File: src/sv/hc_pkg.sv
// types, constants and arithmetic helpers shared by the hill cipher block
`default_nettype none
package hc_pkg;

    localparam int unsigned CFG_IDX_W = 2;
    localparam int unsigned ROW_W = 15;
    localparam int unsigned LTR_W = 5;

    localparam logic [CFG_IDX_W-1:0] CFG_KEY_ROW_ZERO = 2'd0;
    localparam logic [CFG_IDX_W-1:0] CFG_KEY_ROW_ONE = 2'd1;
    localparam logic [CFG_IDX_W-1:0] CFG_KEY_ROW_TWO = 2'd2;

    localparam logic [ROW_W-1:0] KEY_ROW_ZERO_RST = 15'd1798;
    localparam logic [ROW_W-1:0] KEY_ROW_ONE_RST = 15'd10765;
    localparam logic [ROW_W-1:0] KEY_ROW_TWO_RST = 15'd15924;

    typedef logic [2:0][LTR_W-1:0] t_tri;
    typedef logic [2:0][2:0][LTR_W-1:0] t_mat;

    // key as seen by the datapath: reduced key, adjugate mod 26, inverse determinant
    typedef struct packed {
        t_mat key;
        t_mat adj;
        logic [LTR_W-1:0] inv;
    } t_key_info;

    function automatic logic [4:0] red5(input logic [4:0] x);
        return (x >= 5'd26) ? 5'(x - 5'd26) : x;
    endfunction

    function automatic logic [9:0] mul5(input logic [4:0] a, input logic [4:0] b);
        return {5'd0, a} * {5'd0, b};
    endfunction

    // exact x mod 26, using floor(x/26) by reciprocal, for any 11-bit x (below 2048)
    function automatic logic [4:0] mod26(input logic [10:0] x);
        logic [23:0] prod;
        logic [10:0] rem;
        prod = {13'd0, x} * 24'd2521;
        rem = x - 11'({3'd0, prod[23:16]} * 11'd26);
        return rem[4:0];
    endfunction

    function automatic logic [4:0] inv26(input logic [4:0] d);
        logic [4:0] r;
        case (d)
            5'd1: r = 5'd1;
            5'd3: r = 5'd9;
            5'd5: r = 5'd21;
            5'd7: r = 5'd15;
            5'd9: r = 5'd3;
            5'd11: r = 5'd19;
            5'd15: r = 5'd7;
            5'd17: r = 5'd23;
            5'd19: r = 5'd11;
            5'd21: r = 5'd5;
            5'd23: r = 5'd17;
            5'd25: r = 5'd25;
            default: r = 5'd0;
        endcase
        return r;
    endfunction

endpackage
`default_nettype wire

File: src/sv/hc_if.sv
// valid/ready channel interfaces for the letter stream and the key writes
`default_nettype none
interface hc_in_if;
    logic valid;
    logic ready;
    logic mode;
    logic [4:0] letter_a;
    logic [4:0] letter_b;
    logic [4:0] letter_c;
    modport source(output valid, mode, letter_a, letter_b, letter_c, input ready);
    modport sink(input valid, mode, letter_a, letter_b, letter_c, output ready);
endinterface

interface hc_out_if;
    logic valid;
    logic ready;
    logic [4:0] out_a;
    logic [4:0] out_b;
    logic [4:0] out_c;
    logic key_not_invertible;
    modport source(output valid, out_a, out_b, out_c, key_not_invertible, input ready);
    modport sink(input valid, out_a, out_b, out_c, key_not_invertible, output ready);
endinterface

interface hc_cfg_if;
    logic valid;
    logic ready;
    logic [1:0] index;
    logic [14:0] data;
    modport source(output valid, index, data, input ready);
    modport sink(input valid, index, data, output ready);
endinterface
`default_nettype wire

File: src/sv/hc_keygen.sv
// free-running key chain: reduced key, adjugate, determinant and its inverse mod 26
`default_nettype none
module hc_keygen (
    input  wire logic             i_clk,
    input  wire logic             i_rst_n,
    input  wire hc_pkg::t_mat     i_key_raw,
    output hc_pkg::t_key_info     o_info
);
    import hc_pkg::*;

    t_mat w_k;
    logic [2:0][2:0][9:0] n_pos, n_neg;

    t_mat r_key1;
    logic [2:0][2:0][9:0] r_pos1, r_neg1;
    t_mat r_key2;
    t_mat r_adj2;
    logic [10:0] r_det3;
    logic [4:0] r_inv4;

    always_comb begin
        for (int i = 0; i < 3; i++) begin
            for (int j = 0; j < 3; j++) begin
                w_k[i][j] = red5(i_key_raw[i][j]);
            end
        end
        // cofactor pairs, adjugate entry is pos - neg
        n_pos[0][0] = mul5(w_k[1][1], w_k[2][2]); n_neg[0][0] = mul5(w_k[1][2], w_k[2][1]);
        n_pos[0][1] = mul5(w_k[0][2], w_k[2][1]); n_neg[0][1] = mul5(w_k[0][1], w_k[2][2]);
        n_pos[0][2] = mul5(w_k[0][1], w_k[1][2]); n_neg[0][2] = mul5(w_k[0][2], w_k[1][1]);
        n_pos[1][0] = mul5(w_k[1][2], w_k[2][0]); n_neg[1][0] = mul5(w_k[1][0], w_k[2][2]);
        n_pos[1][1] = mul5(w_k[0][0], w_k[2][2]); n_neg[1][1] = mul5(w_k[0][2], w_k[2][0]);
        n_pos[1][2] = mul5(w_k[0][2], w_k[1][0]); n_neg[1][2] = mul5(w_k[0][0], w_k[1][2]);
        n_pos[2][0] = mul5(w_k[1][0], w_k[2][1]); n_neg[2][0] = mul5(w_k[1][1], w_k[2][0]);
        n_pos[2][1] = mul5(w_k[0][1], w_k[2][0]); n_neg[2][1] = mul5(w_k[0][0], w_k[2][1]);
        n_pos[2][2] = mul5(w_k[0][0], w_k[1][1]); n_neg[2][2] = mul5(w_k[0][1], w_k[1][0]);
    end

    always_ff @(posedge i_clk) begin
        r_key1 <= w_k;
        r_pos1 <= n_pos;
        r_neg1 <= n_neg;
        r_key2 <= r_key1;
        for (int i = 0; i < 3; i++) begin
            for (int j = 0; j < 3; j++) begin
                // offset by 650 keeps the difference positive
                r_adj2[i][j] <= mod26(11'd650 + {1'b0, r_pos1[i][j]} - {1'b0, r_neg1[i][j]});
            end
        end
        r_det3 <= {1'b0, mul5(r_key2[0][0], r_adj2[0][0])}
                + {1'b0, mul5(r_key2[0][1], r_adj2[1][0])}
                + {1'b0, mul5(r_key2[0][2], r_adj2[2][0])};
        r_inv4 <= inv26(mod26(r_det3));
    end

    // datapath reads each part once the user lets the chain catch up; not enforced
    assign o_info.key = r_key1;
    assign o_info.adj = r_adj2;
    assign o_info.inv = r_inv4;

    ap_inv_unit: assert property (@(posedge i_clk) disable iff (!i_rst_n)
        (r_inv4 != 5'd0) |-> (r_inv4[0] && (r_inv4 != 5'd13)))
        else $error("inverse determinant is not a unit mod 26");

    ap_key_reduced: assert property (@(posedge i_clk) disable iff (!i_rst_n)
        (r_key1[0][0] < 5'd26) && (r_key1[1][1] < 5'd26) && (r_key1[2][2] < 5'd26)
        |=> (r_key2[0][0] < 5'd26) && (r_key2[1][1] < 5'd26) && (r_key2[2][2] < 5'd26))
        else $error("reduced key entry out of range");

    ap_adj_reduced: assert property (@(posedge i_clk) disable iff (!i_rst_n)
        (r_adj2[0][0] < 5'd26) && (r_adj2[1][1] < 5'd26) && (r_adj2[2][1] < 5'd26))
        else $error("adjugate entry out of range");

endmodule
`default_nettype wire

File: src/sv/hc_datapath.sv
// six-stage letter pipeline: capture, reduce, matrix product, mod, scale, mod and select
`default_nettype none
module hc_datapath (
    input  wire logic              i_clk,
    input  wire logic              i_rst_n,
    input  wire hc_pkg::t_key_info i_info,
    hc_in_if.sink                  i_in,
    hc_out_if.source               o_out
);
    import hc_pkg::*;

    logic r_v1, r_v2, r_v3, r_v4, r_v5, r_v6;
    logic w_rdy1, w_rdy2, w_rdy3, w_rdy4, w_rdy5, w_rdy6;

    logic r_mode1, r_mode2, r_mode3, r_mode4, r_mode5;
    t_tri r_raw1, r_raw2, r_raw3, r_raw4, r_raw5;
    t_tri r_v_ltr2;
    logic [2:0][10:0] r_sum3;
    t_tri r_red4;
    logic [2:0][9:0] r_scl5;
    logic r_bad5;
    t_tri r_out6;
    logic r_bad6;

    t_mat w_mat;
    logic [2:0][10:0] n_sum3;
    logic [2:0][9:0] n_scl5;
    logic n_bad5;
    t_tri n_out6;

    assign w_rdy6 = !r_v6 || o_out.ready;
    assign w_rdy5 = !r_v5 || w_rdy6;
    assign w_rdy4 = !r_v4 || w_rdy5;
    assign w_rdy3 = !r_v3 || w_rdy4;
    assign w_rdy2 = !r_v2 || w_rdy3;
    assign w_rdy1 = !r_v1 || w_rdy2;
    assign i_in.ready = w_rdy1;

    always_comb begin
        w_mat = r_mode2 ? i_info.adj : i_info.key;
        for (int i = 0; i < 3; i++) begin
            n_sum3[i] = {1'b0, mul5(w_mat[i][0], r_v_ltr2[0])}
                      + {1'b0, mul5(w_mat[i][1], r_v_ltr2[1])}
                      + {1'b0, mul5(w_mat[i][2], r_v_ltr2[2])};
            n_scl5[i] = r_mode4 ? mul5(i_info.inv, r_red4[i]) : {5'd0, r_red4[i]};
            n_out6[i] = r_bad5 ? r_raw5[i] : mod26({1'b0, r_scl5[i]});
        end
        n_bad5 = r_mode4 && (i_info.inv == 5'd0);
    end

    always_ff @(posedge i_clk) begin
        if (!i_rst_n) begin
            r_v1 <= 1'b0;
            r_v2 <= 1'b0;
            r_v3 <= 1'b0;
            r_v4 <= 1'b0;
            r_v5 <= 1'b0;
            r_v6 <= 1'b0;
        end else begin
            if (w_rdy1) r_v1 <= i_in.valid;
            if (w_rdy2) r_v2 <= r_v1;
            if (w_rdy3) r_v3 <= r_v2;
            if (w_rdy4) r_v4 <= r_v3;
            if (w_rdy5) r_v5 <= r_v4;
            if (w_rdy6) r_v6 <= r_v5;
        end
    end

    always_ff @(posedge i_clk) begin
        if (w_rdy1) begin
            r_mode1 <= i_in.mode;
            r_raw1 <= {i_in.letter_c, i_in.letter_b, i_in.letter_a};
        end
        if (w_rdy2) begin
            r_mode2 <= r_mode1;
            r_raw2 <= r_raw1;
            for (int i = 0; i < 3; i++) begin
                r_v_ltr2[i] <= red5(r_raw1[i]);
            end
        end
        if (w_rdy3) begin
            r_mode3 <= r_mode2;
            r_raw3 <= r_raw2;
            r_sum3 <= n_sum3;
        end
        if (w_rdy4) begin
            r_mode4 <= r_mode3;
            r_raw4 <= r_raw3;
            for (int i = 0; i < 3; i++) begin
                r_red4[i] <= mod26(r_sum3[i]);
            end
        end
        if (w_rdy5) begin
            r_mode5 <= r_mode4;
            r_raw5 <= r_raw4;
            r_scl5 <= n_scl5;
            r_bad5 <= n_bad5;
        end
        if (w_rdy6) begin
            r_out6 <= n_out6;
            r_bad6 <= r_bad5;
        end
    end

    assign o_out.valid = r_v6;
    assign o_out.out_a = r_out6[0];
    assign o_out.out_b = r_out6[1];
    assign o_out.out_c = r_out6[2];
    assign o_out.key_not_invertible = r_bad6;

    ap_result_range: assert property (@(posedge i_clk) disable iff (!i_rst_n)
        (r_v6 && !r_bad6) |-> (r_out6[0] < 5'd26) && (r_out6[1] < 5'd26)
                              && (r_out6[2] < 5'd26))
        else $error("result letter out of range");

    ap_bad_only_decrypt: assert property (@(posedge i_clk) disable iff (!i_rst_n)
        (r_v5 && r_bad5) |-> r_mode5)
        else $error("error flag raised on an encrypt request");

    ap_entry_taken: assert property (@(posedge i_clk) disable iff (!i_rst_n)
        (i_in.valid && w_rdy1) |=> r_v1)
        else $error("accepted request missing from first stage");

    ap_stall_holds: assert property (@(posedge i_clk) disable iff (!i_rst_n)
        (r_v5 && !w_rdy5) |=> (r_v5 && $stable(r_scl5) && $stable(r_bad5)))
        else $error("stalled stage lost its request");

endmodule
`default_nettype wire

File: src/sv/hill_cipher_3x3_mod26.sv
// Hill cipher 3x3 mod 26 top level: key registers, key chain and letter pipeline
//
//  channel  dir  handshake            payload
//  i_in     in   i_in.valid/ready     mode, letter_a, letter_b, letter_c
//  o_out    out  o_out.valid/ready    out_a, out_b, out_c, key_not_invertible
//  i_cfg    in   i_cfg.valid/ready    index (key row 0..2), data (15 bits)
//
//  one request per cycle sustained while o_out is ready; each request passes six register stages
//  after a key write the key chain settles through r_key1, r_adj2, r_det3 and r_inv4; requests are not held for it
//  i_rst_n is synchronous: empties the pipeline and restores the default key
//  a stall on o_out backs up stage by stage; empty stages still take new requests
//  i_cfg is always ready; writes to index 3 are dropped
`default_nettype none
module hill_cipher_3x3_mod26 (
    input  wire logic i_clk,
    input  wire logic i_rst_n,
    hc_in_if.sink     i_in,
    hc_out_if.source  o_out,
    hc_cfg_if.sink    i_cfg
);
    import hc_pkg::*;

    logic [ROW_W-1:0] r_key_row0, r_key_row1, r_key_row2;
    t_mat w_key_raw;
    t_key_info w_info;

    assign i_cfg.ready = 1'b1;

    always_ff @(posedge i_clk) begin
        if (!i_rst_n) begin
            r_key_row0 <= KEY_ROW_ZERO_RST;
            r_key_row1 <= KEY_ROW_ONE_RST;
            r_key_row2 <= KEY_ROW_TWO_RST;
        end else if (i_cfg.valid) begin
            case (i_cfg.index)
                CFG_KEY_ROW_ZERO: r_key_row0 <= i_cfg.data;
                CFG_KEY_ROW_ONE: r_key_row1 <= i_cfg.data;
                CFG_KEY_ROW_TWO: r_key_row2 <= i_cfg.data;
                default: ;
            endcase
        end
    end

    always_comb begin
        for (int j = 0; j < 3; j++) begin
            w_key_raw[0][j] = r_key_row0[5*j +: 5];
            w_key_raw[1][j] = r_key_row1[5*j +: 5];
            w_key_raw[2][j] = r_key_row2[5*j +: 5];
        end
    end

    hc_keygen u_keygen (
        .i_clk     (i_clk),
        .i_rst_n   (i_rst_n),
        .i_key_raw (w_key_raw),
        .o_info    (w_info)
    );

    hc_datapath u_datapath (
        .i_clk   (i_clk),
        .i_rst_n (i_rst_n),
        .i_info  (w_info),
        .i_in    (i_in),
        .o_out   (o_out)
    );

endmodule
`default_nettype wire
File: src/flat_wrapper.sv
// flat-port wrapper written by rule: the top's interface ports become plain ports
module hill_cipher_3x3_mod26_flat import hc_pkg::*;
  (i_clk, i_rst_n, i_in_valid, i_in_mode, i_in_letter_a, i_in_letter_b, i_in_letter_c, i_in_ready, o_out_valid, o_out_out_a, o_out_out_b, o_out_out_c, o_out_key_not_invertible, o_out_ready, i_cfg_valid, i_cfg_index, i_cfg_data, i_cfg_ready);
  hc_in_if i_in_i ();
  hc_out_if o_out_i ();
  hc_cfg_if i_cfg_i ();
  input  wire logic i_clk;
  input  wire logic i_rst_n;
  input wire logic [$bits(i_in_i.valid)-1:0] i_in_valid;
  input wire logic [$bits(i_in_i.mode)-1:0] i_in_mode;
  input wire logic [$bits(i_in_i.letter_a)-1:0] i_in_letter_a;
  input wire logic [$bits(i_in_i.letter_b)-1:0] i_in_letter_b;
  input wire logic [$bits(i_in_i.letter_c)-1:0] i_in_letter_c;
  output wire logic [$bits(i_in_i.ready)-1:0] i_in_ready;
  output wire logic [$bits(o_out_i.valid)-1:0] o_out_valid;
  output wire logic [$bits(o_out_i.out_a)-1:0] o_out_out_a;
  output wire logic [$bits(o_out_i.out_b)-1:0] o_out_out_b;
  output wire logic [$bits(o_out_i.out_c)-1:0] o_out_out_c;
  output wire logic [$bits(o_out_i.key_not_invertible)-1:0] o_out_key_not_invertible;
  input wire logic [$bits(o_out_i.ready)-1:0] o_out_ready;
  input wire logic [$bits(i_cfg_i.valid)-1:0] i_cfg_valid;
  input wire logic [$bits(i_cfg_i.index)-1:0] i_cfg_index;
  input wire logic [$bits(i_cfg_i.data)-1:0] i_cfg_data;
  output wire logic [$bits(i_cfg_i.ready)-1:0] i_cfg_ready;
  assign i_in_i.valid = i_in_valid;
  assign i_in_i.mode = i_in_mode;
  assign i_in_i.letter_a = i_in_letter_a;
  assign i_in_i.letter_b = i_in_letter_b;
  assign i_in_i.letter_c = i_in_letter_c;
  assign i_in_ready = i_in_i.ready;
  assign o_out_valid = o_out_i.valid;
  assign o_out_out_a = o_out_i.out_a;
  assign o_out_out_b = o_out_i.out_b;
  assign o_out_out_c = o_out_i.out_c;
  assign o_out_key_not_invertible = o_out_i.key_not_invertible;
  assign o_out_i.ready = o_out_ready;
  assign i_cfg_i.valid = i_cfg_valid;
  assign i_cfg_i.index = i_cfg_index;
  assign i_cfg_i.data = i_cfg_data;
  assign i_cfg_ready = i_cfg_i.ready;
  hill_cipher_3x3_mod26 u_core (.i_clk(i_clk), .i_rst_n(i_rst_n), .i_in(i_in_i), .o_out(o_out_i), .i_cfg(i_cfg_i));
endmodule
File: config.mk
export PLATFORM = sky130hd
export DESIGN_NAME = hill_cipher_3x3_mod26_flat
export DESIGN_NICKNAME = d
export VERILOG_FILES = /design/src/sv/hc_pkg.sv /design/src/sv/hc_if.sv /design/src/sv/hc_keygen.sv /design/src/sv/hc_datapath.sv /design/src/sv/hill_cipher_3x3_mod26.sv /design/src/flat_wrapper.sv
export SDC_FILE = /design/constraint.sdc
export NUM_CORES = 2
export LEC_CHECK = 0
export ABC_CLOCK_PERIOD_IN_PS = 7900
export BUFFER_PORTS_ARGS = -buffer_cell sky130_fd_sc_hd__buf_2
export CAP_MARGIN = 20
export CORE_MARGIN = 2
export CORE_UTILIZATION = 40
export CTS_BUF_LIST = sky130_fd_sc_hd__clkbuf_2 sky130_fd_sc_hd__clkbuf_4 sky130_fd_sc_hd__clkbuf_8
export DETAILED_ROUTE_END_ITERATION = 16
export SLEW_MARGIN = 20
export SYNTH_ARGS = -nofsm -noshare
export SYNTH_HDL_FRONTEND = slang
export SYNTH_SLANG_ARGS = --single-unit
File: constraint.sdc
create_clock -name i_clk -period 7.9 [get_ports i_clk]
set_clock_uncertainty 0.1 [all_clocks]
set_input_delay 0.395 -clock i_clk [delete_from_list [all_inputs] [get_ports i_clk]]
set_output_delay 0.395 -clock i_clk [all_outputs]
set_load 0.05 [all_outputs]
==> results.yml <==
status:
  outcome: "finished, final reports clean"
synthesis:
  netlist_instances: 7885
  syn-num-nets: 10600
  synth_seq_cells: 538
  synth-compound-area-share_pct: 6.58
  synth_area_leaders: "ha_1 (28%), fa_1 (25%), dfxtp_1 (9.1%)"
  synth_fa_ha_area_share_pct: 53.2
  synth_top_family_by_area: "adder cells"
  ys_warn_count: 0
  yosys.area_share.simple_pct: 7.68
  yosysTopAreaCell: "ha_1"
  ys_async_sr_fraction_pct: 0
  synth_area_per_cell_um2: 9.84
  synth_mux_area_share_pct: 0.889
  synthFlopType: "dfxtp_1"
  synth_edf_count: 186
  synth_cell_types: 76
  yosys.area.top_type_share_pct: 28.2
  synth_seq_area_share_pct: 16.3
  syn_area_um2: 77600
  yosys.area_share.xor_xnor_pct: 5.72
job:
  maxCapViolCount: 0
worst_setup_path:
  crit_required_ps: 8500
  r2r_slack_ps: 120
  max_stage_delay_ps: 600
  critPathMaxFanout: 3
  crit_path_start_kind: "flop"
  crit_slowest_cell: "fa_1"
  critPathMostFrequentCell: "xnor2_1"
  crit_buf_inv: 6
  worstPathArrival_ps: 8380
  cp_top_family: "adder cells"
  regToRegEndpoint: "u_core.u_keygen.o_info[44]$_DFF_P_"
  r2r_cells: 36
  end_kind: "flop"
  path_class: "flop to flop"
  rr_startpoint: "u_core.u_keygen.r_neg1[72]$_DFF_P_"
cts:
  root_buffer: "clkbuf_8"
  cts.clk_slew.worst_paths_ps: 70
  cts_made_buffers: 100
  clk-insertion-delay-late_ps: 810
  clockBufferDepth: 3
  cts_tree: "done"
  clock_sinks: 538
  htreeDepth: 3
grt:
  gr-total-overflow: 0
  grt_pass1_wl_um: 295000
  grt_pass1_vias: 57000
  grt_max_degree: 52
  gr-usage-all-layers_pct: 18.5
  antenna_found_initial: 6
die:
  die_area_um2: 197000
  rows: 161
  die_x_um: 444
  die_h_um: 444
  pin_count: 57
  core_region_area_um2: 193000
  initial_core_util_pct: 40.3
min_path:
  hold_path_end: "u_core.u_datapath.r_v1$_SDFFE_PN0P_"
  min_path_type: "primary input to flop"
  hp-start: "i_in_valid"
  holdPathStages: 3
place:
  placed_cell_area_um2: 82600
  place_congestion: 0.883
  dp_hpwl_um: 148000
  port_buffers: 55
route:
  drc_errors: 0
  vias_per_cell: 4.82
  route.antenna.remaining_nets: 0
  vias: 52400
  routed_wl_um: 179000
  wl_per_cell_um: 16.5
  drt_first_iter_violations: 2115
  dr.pass1.iters: 6
cells_and_area:
  layout_common_cells: "inv_1 (1,813), ha_1 (1,658), fa_1 (957)"
  finish.utilization_pct: 45.5
  post_route_cells_drive_above_1_share_pct: 11.3
  layout_commonest_cell: "inv_1"
  fin_nets: 11000
  design_area_um2: 87600
  syn_to_final_growth_pct: 12.9
timing:
  worst_pin_slew_ps: 978
  min_period_ps: 7780
  fmax_mhz: 129
  holdWs_ps: 84.0
  slew_headroom_pct: 34.8
  min_period_over_period_pct: 98.5
  setup_violations: 0
  final_hold_viol_count: 0
  tns_ps: 0
  slew_violations: 0
  grt_setup_unrepaired: "true"
[logic make-up after synthesis]
| kind of cell | Yosys count |
|---|---|
| buf+inv | 1983 |
| simple gates | 1292 |
| fa+ha+maj | 2718 |
| compound gates | 790 |
| other cells | 1 |
| mux | 63 |
| flops | 538 |
| xor+xnor | 500 |
[tightest hold or removal path, cell delays in order]
cell and delay (ps):
buf_2 160, inv_1 220, a21boi_0 120
[stage by stage]
step                      instances  setup slack (ps)
after floorplan                7885             -43.9
after global placement        10600              -221
after detailed placement      10600              -326
after CTS                     10800             0.803
after global routing          10900              -263
final                         10900               121
[layer usage]
layer / vias up / GRT usage (%) / routed length [um] / share of wire (%)
li1: 25700 / - / - / -
met1: 25700 / 24.0 / 79900 / 45
met2: 778 / 32.0 / 86400 / 48
met3: 291 / 2.18 / 6500 / 3.6
met4: 2 / 6.20 / 6360 / 3.5
met5: - / 0 / 18 / 0.010
[flip-flops by register name, indices dropped and copies added, names as in the netlist, 30 cells and up]
signal,flops
u_core.u_datapath.r_sum3,33
u_core.u_keygen.r_neg1,90
u_core.u_datapath.r_scl5,30
u_core.u_keygen.o_info,90
u_core.u_keygen.r_pos1,90
[area by class of cell]
cell class / instances / area [um2]
fillers: 18200 / 105000
multi-input cells: 5364 / 59500
flip-flops and latches: 538 / 12600
inverters: 1872 / 7030
well taps: 2526 / 3160
repair buffers: 390 / 2920
clock buffers: 139 / 1770
clock inverters: 46 / 599
diodes: 5 / 12.5
[synthesized netlist by cell type, types with 54 or more instances]
cell type	instances
ha_1	1746
xnor2_1	376
o21ai_0	106
a21o_1	113
and2_1	250
nand2_1	477
nor2_1	372
a21oi_1	258
xor2_1	120
fa_1	972
inv_1	1860
clkbuf_1	106
o21bai_1	105
dfxtp_1	352
edfxtp_1	186
nor2b_1	54
[worst max path at each step]
stage,start,endpoint,slack (ps),cells after the start
6_report,u_core.u_keygen.r_neg1[72]$_DFF_P_,u_core.u_keygen.o_info[44]$_DFF_P_,120,36
5_1_grt,u_core.u_keygen.r_pos1[71]$_DFF_P_,u_core.u_keygen.o_info[44]$_DFF_P_,-260,36
4_1_cts,u_core.u_keygen.r_pos1[22]$_DFF_P_,u_core.u_keygen.o_info[19]$_DFF_P_,0.8,36
3_5_place_dp,u_core.u_keygen.r_pos1[81]$_DFF_P_,u_core.u_keygen.o_info[49]$_DFF_P_,-330,38
3_3_place_gp,u_core.u_keygen.r_neg1[52]$_DFF_P_,u_core.u_keygen.o_info[34]$_DFF_P_,-220,36
2_1_floorplan,u_core.u_keygen.r_pos1[81]$_DFF_P_,u_core.u_keygen.o_info[49]$_DFF_P_,-40,38
[timing repair]
item,4_1_cts,5_1_grt
setup endpoints to repair,8,9
hold buffers,32,0
pin swaps,86,342
setup buffers,24,31
gates resized for setup,70,303
gates cloned,0,0
hold endpoints to repair,63,0
Power is not shown: default switching activity piles up to over one toggle a cycle in this logic, so the estimate is an artifact.
